===== src/sv/iog_pkg.sv =====
// package for the image to occupancy grid block
// register indexes, reset values, size limits and the dimension clamp; no dependencies
package iog_pkg;

  localparam int unsigned MaxCellColumns = 64;
  localparam int unsigned MaxCellRows    = 64;

  localparam int unsigned DimW  = 13;
  localparam int unsigned CntW  = 12;
  localparam int unsigned RowW  = 6;
  localparam int unsigned MaskW = 64;
  localparam int unsigned PixW  = 8;
  localparam int unsigned CfgIdxW = 2;

  localparam logic [PixW-1:0] FreePixel = 8'd255;
  localparam logic [DimW-1:0] DimLimit  = 13'd4096;

  localparam logic [DimW-1:0] ImageWidthRst  = 13'd640;
  localparam logic [DimW-1:0] ImageHeightRst = 13'd480;
  localparam logic [DimW-1:0] CellWidthRst   = 13'd32;
  localparam logic [DimW-1:0] CellHeightRst  = 13'd32;

  typedef enum logic [CfgIdxW-1:0] {
    REG_IMAGE_WIDTH  = 2'd0,
    REG_IMAGE_HEIGHT = 2'd1,
    REG_CELL_WIDTH   = 2'd2,
    REG_CELL_HEIGHT  = 2'd3
  } cfg_reg_t;

  // zero acts as one, anything above the limit acts as the limit
  function automatic logic [DimW-1:0] clamp_dim(input logic [DimW-1:0] v);
    logic [DimW-1:0] r;
    if (v == '0) begin
      r = DimW'(1);
    end else if (v > DimLimit) begin
      r = DimLimit;
    end else begin
      r = v;
    end
    return r;
  endfunction

endpackage


===== src/sv/image_to_occupancy_grid_unit.sv =====
// path: an accepted pixel goes into the input register, and a band result is loaded into the
// result register when its last pixel is processed; the outputs are driven from that register
// throughput: one pixel per cycle; the input stalls only when a band-ending pixel meets a
// result that is still held by a stalled output
// reset: rst_n synchronous active low, clears counters, mask, valids and loads register defaults
// top level of the image to occupancy grid block; uses iog_pkg
module image_to_occupancy_grid_unit
  import iog_pkg::*;
#(
  parameter int unsigned MAX_CELL_COLUMNS = MaxCellColumns
) (
  input  logic                clk,
  input  logic                rst_n,
  input  logic                cfg_we,
  input  logic [CfgIdxW-1:0]  cfg_index,
  input  logic [DimW-1:0]     cfg_data,
  input  logic                in_valid,
  output logic                in_stall,
  input  logic [PixW-1:0]     in_pixel,
  output logic                out_valid,
  input  logic                out_stall,
  output logic [RowW-1:0]     out_band_index,
  output logic [MaskW-1:0]    out_occupied_mask,
  output logic                out_frame_end
);

  localparam int unsigned CcW = $clog2(MAX_CELL_COLUMNS + 1);
  localparam logic [CcW-1:0] CcMax = CcW'(MAX_CELL_COLUMNS);
  localparam logic [RowW:0] RowMax = (RowW+1)'(MaxCellRows);

  // configuration
  logic [DimW-1:0] image_width_r, image_height_r, cell_width_r, cell_height_r;

  always_ff @(posedge clk) begin
    if (!rst_n) begin
      image_width_r  <= ImageWidthRst;
      image_height_r <= ImageHeightRst;
      cell_width_r   <= CellWidthRst;
      cell_height_r  <= CellHeightRst;
    end else if (cfg_we) begin
      unique case (cfg_reg_t'(cfg_index))
        REG_IMAGE_WIDTH:  image_width_r  <= cfg_data;
        REG_IMAGE_HEIGHT: image_height_r <= cfg_data;
        REG_CELL_WIDTH:   cell_width_r   <= cfg_data;
        REG_CELL_HEIGHT:  cell_height_r  <= cfg_data;
        default: ;
      endcase
    end
  end

  logic [DimW-1:0] iw, ih, cw, ch;
  assign iw = clamp_dim(image_width_r);
  assign ih = clamp_dim(image_height_r);
  assign cw = clamp_dim(cell_width_r);
  assign ch = clamp_dim(cell_height_r);

  // input register
  logic            a_valid_r;
  logic [PixW-1:0] a_pixel_r;

  // scan state
  logic [CntW-1:0]             pixel_column_r, pixel_column_nxt;
  logic [CntW-1:0]             pixel_row_r, pixel_row_nxt;
  logic [CntW-1:0]             offset_x_r, offset_x_nxt;
  logic [CntW-1:0]             offset_y_r, offset_y_nxt;
  logic [CcW-1:0]              cell_column_r, cell_column_nxt;
  logic [RowW-1:0]             cell_row_r, cell_row_nxt;
  logic [MAX_CELL_COLUMNS-1:0] band_mask_r, band_mask_nxt, mask_set;

  logic [DimW-1:0] pc_inc, pr_inc, ox_inc, oy_inc;
  logic            row_end, frame_done, band_done, produces, out_free, proc_go;

  assign pc_inc = {1'b0, pixel_column_r} + DimW'(1);
  assign pr_inc = {1'b0, pixel_row_r} + DimW'(1);
  assign ox_inc = {1'b0, offset_x_r} + DimW'(1);
  assign oy_inc = {1'b0, offset_y_r} + DimW'(1);

  assign row_end    = pc_inc >= iw;
  assign frame_done = pr_inc >= ih;
  assign band_done  = frame_done || (oy_inc >= ch);
  assign produces   = row_end && band_done;

  assign out_free = !out_valid || !out_stall;
  assign proc_go  = a_valid_r && (!produces || out_free);
  assign in_stall = a_valid_r && !proc_go;

  always_comb begin
    mask_set = band_mask_r;
    if (a_pixel_r != FreePixel && cell_column_r < CcMax) begin
      mask_set = band_mask_r | (MAX_CELL_COLUMNS'(1) << cell_column_r);
    end

    pixel_column_nxt = pixel_column_r;
    pixel_row_nxt    = pixel_row_r;
    offset_x_nxt     = offset_x_r;
    offset_y_nxt     = offset_y_r;
    cell_column_nxt  = cell_column_r;
    cell_row_nxt     = cell_row_r;
    band_mask_nxt    = mask_set;

    if (ox_inc >= cw) begin
      offset_x_nxt = '0;
      if (cell_column_r < CcMax) begin
        cell_column_nxt = cell_column_r + CcW'(1);
      end
    end else begin
      offset_x_nxt = ox_inc[CntW-1:0];
    end

    if (!row_end) begin
      pixel_column_nxt = pc_inc[CntW-1:0];
    end else begin
      pixel_column_nxt = '0;
      offset_x_nxt     = '0;
      cell_column_nxt  = '0;
      if (!band_done) begin
        pixel_row_nxt = pr_inc[CntW-1:0];
        offset_y_nxt  = oy_inc[CntW-1:0];
      end else begin
        band_mask_nxt = '0;
        offset_y_nxt  = '0;
        if (frame_done) begin
          pixel_row_nxt = '0;
          cell_row_nxt  = '0;
        end else begin
          pixel_row_nxt = pr_inc[CntW-1:0];
          // tall images keep reporting the last band index
          if ({1'b0, cell_row_r} + (RowW+1)'(1) < RowMax) begin
            cell_row_nxt = cell_row_r + RowW'(1);
          end
        end
      end
    end
  end

  always_ff @(posedge clk) begin
    if (!rst_n) begin
      a_valid_r      <= 1'b0;
      pixel_column_r <= '0;
      pixel_row_r    <= '0;
      offset_x_r     <= '0;
      offset_y_r     <= '0;
      cell_column_r  <= '0;
      cell_row_r     <= '0;
      band_mask_r    <= '0;
    end else begin
      if (!in_stall) begin
        a_valid_r <= in_valid;
      end
      if (proc_go) begin
        pixel_column_r <= pixel_column_nxt;
        pixel_row_r    <= pixel_row_nxt;
        offset_x_r     <= offset_x_nxt;
        offset_y_r     <= offset_y_nxt;
        cell_column_r  <= cell_column_nxt;
        cell_row_r     <= cell_row_nxt;
        band_mask_r    <= band_mask_nxt;
      end
    end
  end

  always_ff @(posedge clk) begin
    if (!in_stall && in_valid) begin
      a_pixel_r <= in_pixel;
    end
  end

  // result register
  logic             out_valid_r;
  logic [RowW-1:0]  out_band_r;
  logic [MaskW-1:0] out_mask_r;
  logic             out_frame_r;

  always_ff @(posedge clk) begin
    if (!rst_n) begin
      out_valid_r <= 1'b0;
    end else if (proc_go && produces) begin
      out_valid_r <= 1'b1;
    end else if (!out_stall) begin
      out_valid_r <= 1'b0;
    end
  end

  always_ff @(posedge clk) begin
    if (proc_go && produces) begin
      out_band_r  <= cell_row_r;
      out_mask_r  <= MaskW'(mask_set);
      out_frame_r <= frame_done;
    end
  end

  assign out_valid         = out_valid_r;
  assign out_band_index    = out_band_r;
  assign out_occupied_mask = out_mask_r;
  assign out_frame_end     = out_frame_r;

endmodule


===== config.mk =====
export PLATFORM = sky130hd
export DESIGN_NAME = image_to_occupancy_grid_unit
export DESIGN_NICKNAME = d
export VERILOG_FILES = /design/src/sv/iog_pkg.sv /design/src/sv/image_to_occupancy_grid_unit.sv
export SDC_FILE = /design/constraint.sdc
export NUM_CORES = 1
export LEC_CHECK = 0
export ABC_CLOCK_PERIOD_IN_PS = 6300
export BUFFER_PORTS_ARGS = -buffer_cell sky130_fd_sc_hd__buf_2
export CAP_MARGIN = 10
export CELL_PAD_IN_SITES_DETAIL_PLACEMENT = 1
export CELL_PAD_IN_SITES_GLOBAL_PLACEMENT = 1
export CORE_AREA = 2 2 162 164
export CTS_BUF_LIST = sky130_fd_sc_hd__clkbuf_4 sky130_fd_sc_hd__clkbuf_8
export DETAILED_ROUTE_END_ITERATION = 6
export DIE_AREA = 0 0 164 166
export PLACE_DENSITY_LB_ADDON = 0.1
export SLEW_MARGIN = 30
export SYNTH_ARGS = -nofsm -noshare
export SYNTH_HDL_FRONTEND = slang
export SYNTH_SLANG_ARGS = --single-unit

===== constraint.sdc =====
create_clock -name clk -period 6.3 [get_ports clk]
set_clock_uncertainty 0.15 [all_clocks]
set_input_delay 0.63 -clock clk [delete_from_list [all_inputs] [get_ports clk]]
set_output_delay 0.63 -clock clk [all_outputs]
set_load 0.01 [all_outputs]

==> results of run 1 <==
-- how the worst max path moves through the flow --
stage,start,to,slack [ns],cells after the start
final,pixel_row_r[0],in_stall,1.22,16
after floorplan,pixel_column_r[0],out_band_index[0],1.43,15
after detailed placement,pixel_row_r[0],band_mask_r[38],1.51,17
after CTS,pixel_row_r[0],in_stall,1.25,16
after global routing,pixel_row_r[0],in_stall,0.86,16
after global placement,pixel_row_r[0],band_mask_r[56],1.66,17
-- cells in the final DEF (no fill, tap or decap), types with 7 or more instances in the layout --
master	n
a31oi_1	12
xnor2_1	23
clkbuf_8	54
nor3b_2	11
o211ai_1	16
nand4_1	13
nand3_1	54
buf_4	12
nor2_1	60
nand2_1	231
nor3_1	11
edfxtp_1	79
buf_2	99
a31o_2	17
and3_1	32
clkbuf_4	13
o21ai_0	19
nor4_1	10
o21bai_1	49
xor2_1	17
a32o_1	60
dfxtp_1	179
a221o_2	8
a21o_1	7
a21oi_1	69
ha_1	63
nor2b_1	12
inv_1	13
-- routing by layer --
layer | up-vias | track usage (%) | wire length [um]
met5 | - | 0 | 0
met4 | 0 | 6.140 | 561
met3 | 45 | 4.895 | 1747
met2 | 228 | 41.03 | 15920
met1 | 4905 | 35.61 | 16200
li1 | 4820 | - | -
-- area by class of cell --
| cell class | instances | area [sq um] | share of cell area [%] |
|---|---|---|---|
| multi-input combinational | 905 | 5996 | 42.50 |
| clock buffer | 67 | 840.8 | 5.960 |
| tap | 335 | 419.2 | 2.971 |
| sequential | 258 | 5956 | 42.22 |
| inverter | 16 | 60.06 | 0.4257 |
| timing repair buffer | 116 | 698.2 | 4.949 |
| clock inverter | 14 | 137.6 | 0.9756 |
-- power by group --
group	internal (mW)	leakage (nW)	total [mW]	switching (mW)
combinational	0.0553	2.85	0.180	0.125
clock	0.944	0.514	1.66	0.716
sequential	1.73	2.21	1.75	0.0193
-- per-stage QoR --
step	worst slack, ns	util (%)	power [mW]	cells
final	1.218	55.07	3.585	1711
after global routing	0.8559	55.07	3.713	1711
after CTS	1.245	54.97	3.611	1710
after detailed placement	1.514	51.16	1.961	1629
after global placement	1.659	51.02	1.954	1628
after floorplan	1.433	-	1.892	1252
-- flip-flops by register name, summed over array words and instances, names as in the netlist --
| signal | cells |
|---|---|
| cell_width_r | 13 |
| pixel_column_r | 12 |
| band_mask_r | 64 |
| image_width_r | 13 |
| offset_x_r | 12 |
| a_pixel_r | 8 |
| cell_column_r | 7 |
| image_height_r | 13 |
| cell_row_r | 6 |
| cell_height_r | 13 |
| out_band_index | 6 |
| a_valid_r | 1 |
| out_frame_end | 1 |
| offset_y_r | 12 |
| pixel_row_r | 12 |
| out_valid | 1 |
| out_occupied_mask | 64 |
-- synthesized netlist by cell type (3+ instances only) --
| library cell | instances |
|---|---|
| a21o_1 | 7 |
| a21oi_1 | 69 |
| a221o_2 | 8 |
| a22o_2 | 3 |
| a31o_2 | 17 |
| a31oi_1 | 12 |
| a32o_1 | 60 |
| and2_1 | 5 |
| and3_1 | 32 |
| and4_1 | 3 |
| buf_1 | 6 |
| buf_2 | 17 |
| clkbuf_1 | 49 |
| dfxtp_1 | 179 |
| edfxtp_1 | 79 |
| ha_1 | 63 |
| inv_1 | 14 |
| mux2i_1 | 4 |
| nand2_1 | 231 |
| nand2b_1 | 6 |
| nand3_1 | 54 |
| nand3b_1 | 6 |
| nand4_1 | 13 |
| nand4b_1 | 5 |
| nor2_1 | 60 |
| nor2b_1 | 12 |
| nor3_1 | 12 |
| nor3_2 | 3 |
| nor3b_1 | 4 |
| nor3b_2 | 11 |
| nor4_1 | 11 |
| o211ai_1 | 16 |
| o21a_1 | 4 |
| o21ai_0 | 19 |
| o21bai_1 | 49 |
| o22ai_1 | 4 |
| o311ai_0 | 4 |
| o311ai_1 | 4 |
| o31ai_1 | 6 |
| o41ai_1 | 3 |
| or2_2 | 4 |
| or3_1 | 5 |
| xnor2_1 | 23 |
| xor2_1 | 17 |
-- worst max-delay path, delay by kind of cell (launching register included) --
| kind | cells | cell delay, ns |
|---|---|---|
| AOI/OAI and AO/OA | 4 | 0.78 |
| DFF | 1 | 0.43 |
| xor gates and xnor gates | 1 | 0.22 |
| adders and majority gates | 2 | 0.56 |
| buffers and inverters | 3 | 0.58 |
| and+or+nand+nor | 6 | 1.14 |
-- logic make-up after synthesis --
group	synth area share, %
AO/OA/AOI/OAI	19.25
multiplexers	0.4174
adder cells (fa/ha/maj)	6.413
XOR/XNOR	2.850
buffers and inverters	2.952
flip-flops	48.45
AND/OR/NAND/NOR	19.67
==> results.py, run 1 <==
metrics = {
    "critical_path": {
        "r2r_start": "pixel_row_r[0]",
        "path_class": "flop to output port",
        "startpoint_type": "flop",
        "cp.arrival_ns": 4.30,
        "slowest_stage": "dfxtp_1",
        "reg2reg_slack_ns": 1.56,
        "critical_path.max_stage_delay_ns": 0.43,
        "crit_chain": "ha_1, and3_1, and3_1, nand3_1, nor2_1, xor2_1, ha_1, a21oi_1, o21ai_0, a21oi_1, and2_1, buf_4, inv_2, o21ai_0, nor2_1, buf_2",
        "reg2reg_depth": 18,
        "crit_fanout": 17,
        "end_kind": "output port",
        "required_ns": 5.52,
        "reg2reg_to": "band_mask_r[4]",
    },
    "yosys": {
        "synth_top_area_share_pct": 29.15,
        "syn_area_sq_um": 12290,
        "netlist_instances": 1252,
        "syn-num-nets": 1343,
        "synth_cell_type_count": 77,
        "ys_ff_latch": 258,
        "yosysWarnings": 0,
        "seq_area_frac_synth_pct": 48.45,
        "yosysTopAreaCell": "dfxtp_1",
        "async_reset_ff_share_pct": 0,
        "synth_ff_type": "dfxtp_1",
        "synth_edf_count": 79,
        "synthTopCellsByArea": "dfxtp_1 (29%), edfxtp_1 (19%), nand2_1 (7.1%), ha_1 (6.4%), a32o_1 (4.9%)",
        "syn_avg_cell_area_sq_um": 9.818,
    },
    "floorplan": {
        "rows": 59,
        "design.core.area_sq_um": 25620,
        "ioPinCount": 101,
        "die_w_um": 164,
        "die_y_um": 166,
        "die-area_sq_um": 27220,
        "start_util_pct": 47.99,
    },
    "clock_network": {
        "clock_sinks": 258,
        "cts_buffers": 44,
        "clock_latency_ns": 0.59,
        "clockRootBuffer": "clkbuf_8",
        "post_cts_buffers": 0,
        "clockBufferDepth": 3,
        "cts_hold_buf": 0,
        "cts_tree": "yes",
        "clkTransAtPathRegs_ns": 0.06,
        "cts_resized": 0,
        "cts_max_level": 2,
    },
    "global_route": {
        "track_usage_pct": 25.54,
        "grt-ovfl-total": 0,
        "grt_pass1_wl_mm": 55.77,
        "grt_max_degree": 72,
        "grt_pass1_vias": 10260,
        "antenna_found_initial": 0,
    },
    "placement": {
        "io_buffers": 100,
        "gp_congestion": 0.8341,
        "dp_hpwl_mm": 23.49,
        "dpl-instance-area_sq_um": 13100,
    },
    "flow_run": {
        "cap_viol_max_count": 0,
    },
    "layout": {
        "n_antenna_cell": 0,
        "fin_area_sq_um": 14110,
        "n_fill_cell": 2885,
        "nets": 1432,
        "area_delta_synth_final_pct": 14.77,
        "drive_gt1_share_pct": 19.04,
    },
    "timing": {
        "fmax_ghz": 0.1968,
        "maxSlewViolCount": 0,
        "finalCritPeriodShare_pct": 80.67,
        "slew_headroom_pct": 36.03,
        "finalSetupViolations": 0,
        "whs_ns": 0.07737,
        "setup_tns_ns": 0,
        "worstMarginPinSlew_ns": 0.9573,
        "rsz0062_at_grt": "false",
        "period_minus_slack_ns": 5.082,
        "hold_viol": 0,
    },
    "detailed_routing": {
        "wirelength_mm": 34.43,
        "first_pass_iters": 4,
        "wl_per_cell_um": 20.12,
        "vias_per_cell": 5.843,
        "vias": 9998,
        "drt_iter0_drc": 607,
        "drc": 0,
        "ant_nets": 0,
    },
    "worst_hold_path": {
        "min_to": "a_pixel_r[7]",
        "whs_path_depth": 1,
        "min-delay-start": "in_pixel[7]",
        "hold_path_class": "input port to flop",
    },
    "pwr": {
        "ir_worst_vdd_mv": 0.1551,
        "power_density_nw_per_um2": 254.1,
        "leakage_nw": 5.577,
    },
    "outcome": {
        "status": "completed",
    },
}
Note: power is estimated with default switching activity, not from simulation.
==> run 2, diff against run 1 <==
- ABC_AREA: not set -> 1
- ABC_CLOCK_PERIOD_IN_PS: 6300 -> 4270
- CORE_AREA: 2 2 162 164 -> 2 2 178 180
- DIE_AREA: 0 0 164 166 -> 0 0 180 182
- clock period: 6.3 -> 4.27 ns (I/O delays scaled with it)
==> results.py, run 2 <==
metrics = {
    "outcome": {
        "status": "completed",
    },
    "detailed_routing": {
        "drc": 0,
        "wl_per_cell_um": 15.48,
        "drt_iter0_drc": 521,
        "wirelength_mm": 33.94,
        "vias": 11090,
        "ant_nets": 0,
        "vias_per_cell": 5.057,
        "first_pass_iters": 7,
    },
    "critical_path": {
        "startpoint_type": "flop",
        "crit_fanout": 5,
        "slowest_stage": "dfxtp_2",
        "crit_family": "simple AND/OR/NAND/NOR gates",
        "crit_chain": "ha_1, nand2_1, nor2_2, nand3_2, nor2_4, nand3_1, xor2_1, ha_1, nand2_1, nor2_1, nor3b_2, nand2_1, nand2_1, nor2_4, nor2_4, nand3_2, inv_1, buf_2",
        "required_ns": 3.69,
        "critical_path.max_stage_delay_ns": 0.38,
        "r2r_start": "offset_y_r[0]",
        "crit_buf_inv": 2,
        "reg2reg_slack_ns": 0.55,
        "end_kind": "output port",
        "cp.arrival_ns": 3.40,
        "reg2reg_depth": 18,
        "cpMostUsedCell": "nand2_1",
        "reg2reg_to": "out_band_index[0]",
        "path_class": "flop to output port",
    },
    "yosys": {
        "yosysMostFrequentCell": "nand2_1",
        "netlist_instances": 1644,
        "syn_avg_cell_area_sq_um": 7.737,
        "synth_top_area_share_pct": 28.17,
        "ys_top_cells_by_count": "nand2_1 (347), nor2_1 (217), inv_1 (203)",
        "seq_area_frac_synth_pct": 46.82,
        "synthTopCellsByArea": "dfxtp_1 (28%), edfxtp_1 (19%), nand2_1 (10%), nor2_1 (6.4%), ha_1 (6.2%)",
        "syn-num-nets": 1735,
        "yosysWarnings": 0,
        "synth_ff_type": "dfxtp_1",
        "syn_area_sq_um": 12720,
        "ys_ff_latch": 258,
        "async_reset_ff_share_pct": 0,
        "synth_cell_type_count": 41,
        "synth_edf_count": 79,
        "yosysTopAreaCell": "dfxtp_1",
    },
    "global_route": {
        "grt-ovfl-total": 0,
        "grt_pass1_wl_mm": 55.51,
        "grt_max_degree": 78,
        "antenna_found_initial": 0,
        "track_usage_pct": 20.45,
        "grt_pass1_vias": 11280,
    },
    "timing": {
        "finalSetupViolations": 0,
        "slew_headroom_pct": 47.71,
        "hold_viol": 0,
        "fmax_ghz": 0.2516,
        "rsz0062_at_grt": "false",
        "period_minus_slack_ns": 3.975,
        "setup_tns_ns": 0,
        "finalCritPeriodShare_pct": 93.08,
        "maxSlewViolCount": 0,
        "worstMarginPinSlew_ns": 0.7816,
    },
    "worst_hold_path": {
        "min_to": "image_width_r[0]",
        "whs_path_depth": 3,
        "min-delay-start": "cfg_data[0]",
        "hold_path_class": "input port to flop",
    },
    "layout": {
        "n_antenna_cell": 0,
        "layout_common_cells": "nand2_1 (345), nor2_1 (213), inv_1 (202)",
        "postLayoutCoreUtil_pct": 47.48,
        "nets": 1844,
        "area_delta_synth_final_pct": 15.67,
        "drive_gt1_share_pct": 13.13,
        "final_common_cell": "nand2_1",
    },
    "clock_network": {
        "clkTransAtPathRegs_ns": 0.06,
        "cts_buffers": 47,
        "clock_latency_ns": 0.58,
        "clockRootBuffer": "clkbuf_8",
        "clockBufferDepth": 3,
        "cts_tree": "yes",
        "clock_sinks": 258,
        "cts_max_level": 2,
    },
    "pwr": {
        "p_sw_mw": 1.540,
        "power_density_nw_per_um2": 382.8,
        "ir_worst_vdd_mv": 0.1936,
        "internal_power_mw": 4.092,
        "leakage_nw": 6.210,
        "power.total_mw": 5.632,
        "seq_power_share_pct": 46.8,
        "p_clk_share_pct": 41.9,
        "swShare_pct": 27.34,
        "pwr-share-comb_pct": 11.3,
    },
    "floorplan": {
        "die_w_um": 180,
        "start_util_pct": 41.05,
        "die-area_sq_um": 32760,
        "rows": 65,
        "design.core.area_sq_um": 30990,
        "die_y_um": 182,
        "ioPinCount": 101,
    },
    "placement": {
        "gp_congestion": 0.8039,
        "dp_hpwl_mm": 23.43,
        "io_buffers": 100,
    },
    "flow_run": {
        "cap_viol_max_count": 0,
    },
}
==> run 2: cell types whose count changed after synthesis, moves of 22 or more <==
cell,previous run,this run
a32o_1,60,0
and3_1,32,2
nand4_1,13,66
nand2_1,231,347
xnor2_1,23,1
o21ai_0,19,128
o21bai_1,49,1
a21oi_1,69,132
inv_1,14,203
nor2_1,60,217
==> run 2: layout make-up <==
type | instances | area [sq um]
fill | 3849 | 16270
timing repair buffer | 133 | 818.3
clock buffer | 69 | 830.8
inverter | 210 | 799.5
tap | 402 | 503.0
sequential | 258 | 5958
multi-input combinational | 1103 | 5697
clock inverter | 17 | 106.4
==> run 2: power groups by stage <==
stage	Clock [mW]	Sequential [mW]	Combinational, mW
floorplan	0	2.67	0.435
global placement	0	2.69	0.595
detailed placement	0	2.69	0.612
CTS	2.44	2.64	0.631
global route	2.54	2.64	0.718
finish	2.36	2.64	0.634
==> run 2: metrics by stage <==
stage / instances / setup WS, ns / hold WS [ns] / area [sq um]
3_3_place_gp: 2090 / 0.4731 / 0.2858 / 13540
5_1_grt: 2192 / 0.02566 / 0.01791 / 14710
4_1_cts: 2189 / 0.07509 / 0.001036 / 14630
2_1_floorplan: 1644 / 0.3372 / 0.2797 / 12720
6_report: 2192 / 0.2954 / 0.03209 / 14710
3_5_place_dp: 2090 / 0.4332 / 0.2942 / 13540
==> run 2: how the worst max path moves through the flow <==
stage                           start  slack, ns  depth (start not counted)               endpoint
global placement    pixel_column_r[0]       0.47                         17           a_pixel_r[2]
global route            offset_y_r[0]       0.03                         18               in_stall
floorplan           pixel_column_r[0]       0.34                         17          cell_row_r[5]
detailed placement      offset_y_r[0]       0.43                         18  out_occupied_mask[38]
finish                  offset_y_r[0]       0.30                         18               in_stall
CTS                 pixel_column_r[0]       0.08                         17               in_stall
==> run 2: repair_timing <==
action                                 in CTS  in global routing
setup buffers                               0                  3
pin swaps                                   0                  2
cloned                                      0                  0
resized for setup                           5                 14
endpoints found under the hold margin      19                  0
hold buffers                               13                  0
setup endpoints to repair                   1                  1
==> run 2: worst reg2reg max path, stage by stage (launching register included) <==
cell        delay [ns]
dfxtp_2           0.38
ha_1              0.18
nand2_1           0.09
nor2_2            0.15
nand3_2           0.13
nor2_4            0.15
nand3_1           0.10
xor2_1            0.18
ha_1              0.32
nand2_1           0.06
nor2_1            0.15
nor3b_2           0.18
nand2_1           0.06
nand2_1           0.12
inv_2             0.06
nand2_4           0.11
nand4_1           0.22
clkinvlp_4        0.19
buf_12            0.33
==> run 2: cells by family after synthesis <==
kind of cell             Yosys count  share of synthesized area (%)
adder cells (fa/ha/maj)           63                          6.197
buffers and inverters            283                          9.001
flip-flops                       258                          46.82
XOR/XNOR                          32                          2.203
AO/OA/AOI/OAI                    265                          10.53
AND/OR/NAND/NOR                  743                          25.25
==> run 2: per-layer routing <==
layer	global-route usage (%)	vias up	part of all wire, %
li1	-	5582	-
met1	25.10	5305	45
met2	37.21	149	50
met3	3.269	50	3.3
met4	5.301	0	1.7
met5	0	-	0
==> run 3, diff against run 2 <==
- PLACE_DENSITY: not set -> 0.84
- PLACE_DENSITY_LB_ADDON: 0.1 -> not set
==> results.py, run 3 (synthesized netlist as in run 2, its figures left out) <==
metrics = {
    "floorplan": {
        "design.core.area_sq_um": 30990,
        "ioPinCount": 101,
        "die_w_um": 180,
        "die_y_um": 182,
        "rows": 65,
        "die-area_sq_um": 32760,
        "start_util_pct": 41.05,
    },
    "layout": {
        "nets": 1846,
        "area_delta_synth_final_pct": 15.54,
        "drive_gt1_share_pct": 12.96,
        "n_fill_cell": 3811,
        "layout_common_cells": "nand2_1 (345), nor2_1 (214), inv_1 (202)",
        "fin_area_sq_um": 14700,
        "n_antenna_cell": 0,
        "stdcell_count": 2192,
        "postLayoutCoreUtil_pct": 47.43,
        "final_common_cell": "nand2_1",
    },
    "global_route": {
        "grt-ovfl-total": 0,
        "antenna_found_initial": 0,
        "grt_max_degree": 65,
        "grt_pass1_vias": 11650,
        "track_usage_pct": 20.97,
        "grt_pass1_wl_mm": 57.11,
    },
    "critical_path": {
        "crit_chain": "ha_1, nand2_1, nor2_1, nand2_1, nor2_1, nand2_1, nor3b_1, ha_1, nand2_1, inv_1, nand2_1, nand2_1, a21oi_1, nand3_4, inv_4, nor2_2, nand3_2, inv_1, buf_2",
        "slowest_stage": "dfxtp_1",
        "reg2reg_slack_ns": 0.47,
        "end_kind": "output port",
        "startpoint_type": "flop",
        "startpoint": "pixel_column_r[0]",
        "reg2reg_to": "band_mask_r[18]",
        "r2r_start": "pixel_column_r[0]",
        "cpMostUsedCell": "nand2_1",
        "crit_fanout": 8,
        "cp.arrival_ns": 3.39,
        "crit_path_end": "in_stall",
        "required_ns": 3.69,
        "path_class": "flop to output port",
        "reg2reg_depth": 21,
        "critical_path.max_stage_delay_ns": 0.37,
    },
    "detailed_routing": {
        "wl_per_cell_um": 15.92,
        "first_pass_iters": 4,
        "ant_nets": 0,
        "vias_per_cell": 5.130,
        "vias": 11240,
        "drt_iter0_drc": 598,
        "drc": 0,
        "wirelength_mm": 34.89,
    },
    "placement": {
        "dpl-instance-area_sq_um": 13540,
        "gp_congestion": 0.8252,
        "io_buffers": 100,
        "dp_hpwl_mm": 24.34,
        "dp.cells": 2090,
        "pre_cts_ws_ns": 0.3866,
    },
    "clock_network": {
        "clock_sinks": 258,
        "clock_latency_ns": 0.58,
        "cts_tree": "yes",
        "clockRootBuffer": "clkbuf_8",
        "clockBufferDepth": 3,
        "cts_buffers": 45,
        "cts_max_level": 2,
        "clkTransAtPathRegs_ns": 0.06,
    },
    "timing": {
        "fmax_ghz": 0.2523,
        "hold_viol": 0,
        "finalSetupViolations": 0,
        "worstMarginPinSlew_ns": 0.7376,
        "slew_headroom_pct": 50.45,
        "whs_ns": 0.02761,
        "period_minus_slack_ns": 3.963,
        "finalCritPeriodShare_pct": 92.82,
        "finalWorstSetupSlack_ns": 0.3066,
        "maxSlewViolCount": 0,
        "setup_tns_ns": 0,
        "rsz0062_at_grt": "false",
    },
    "pwr": {
        "pwr-share-comb_pct": 11.3,
        "p_clk_share_pct": 42.1,
        "leakage_nw": 6.218,
        "power_density_nw_per_um2": 384.9,
        "ir_worst_vdd_mv": 0.2296,
        "seq_power_share_pct": 46.6,
        "power.total_mw": 5.657,
        "swShare_pct": 27.13,
        "internal_power_mw": 4.122,
        "p_sw_mw": 1.535,
    },
    "outcome": {
        "status": "completed",
    },
    "worst_hold_path": {
        "hold_path_class": "input port to flop",
    },
    "flow_run": {
        "cap_viol_max_count": 0,
    },
}
==> run 3: power by group through the flow <==
stage               sequential, mW  combinational (mW)  clock [mW]
global route                  2.64               0.716        2.54
CTS                           2.64               0.626        2.43
detailed placement            2.69               0.608           0
finish                        2.64               0.637        2.38
global placement              2.68               0.581           0
floorplan                     2.67               0.435           0
==> run 3: timing repair <==
item,in CTS,in global routing
pin swaps,0,1
gates resized for setup,2,5
hold buffers,15,0
setup endpoints to repair,1,28
hold endpoints to repair,19,0
setup buffers,0,5
==> run 3: layer usage <==
layer  up-vias  GRT usage, %  wire length (um)
li1       5586             -                 -
met1      5430         24.39             14990
met2       166         39.69             17870
met3        62         3.008              1182
met4         0         6.179               844
met5         -             0                 0
==> run 3: worst min path at each step <==
stage / to / depth (start not counted) / slack [ns] / from
after global routing: image_height_r[7] / 3 / 0.03 / cfg_data[7]
after global placement: band_mask_r[55] / 2 / 0.29 / band_mask_r[55]
after CTS: image_height_r[7] / 3 / 0.002 / cfg_data[7]
after floorplan: band_mask_r[0] / 2 / 0.28 / band_mask_r[0]
after detailed placement: band_mask_r[10] / 2 / 0.30 / band_mask_r[10]
final: image_height_r[7] / 3 / 0.03 / cfg_data[7]
==> run 3: cell type report <==
type | count | area (sq um) | area share, %
sequential | 258 | 5957 | 40.53
multi-input combinational | 1103 | 5649 | 38.44
clock buffer | 75 | 907.1 | 6.172
timing repair buffer | 137 | 840.8 | 5.721
inverter | 210 | 797.0 | 5.423
tap | 402 | 503.0 | 3.422
clock inverter | 7 | 42.54 | 0.2895
==> run 3: worst max-delay path: cells and delay by family, from the launching register on <==
| family | cells | cell delay, ns |
|---|---|---|
| buffers and inverters | 4 | 0.38 |
| and+or+nand+nor | 12 | 1.34 |
| AOI/OAI and AO/OA | 1 | 0.22 |
| DFF | 1 | 0.37 |
| adders and majority gates | 2 | 0.50 |
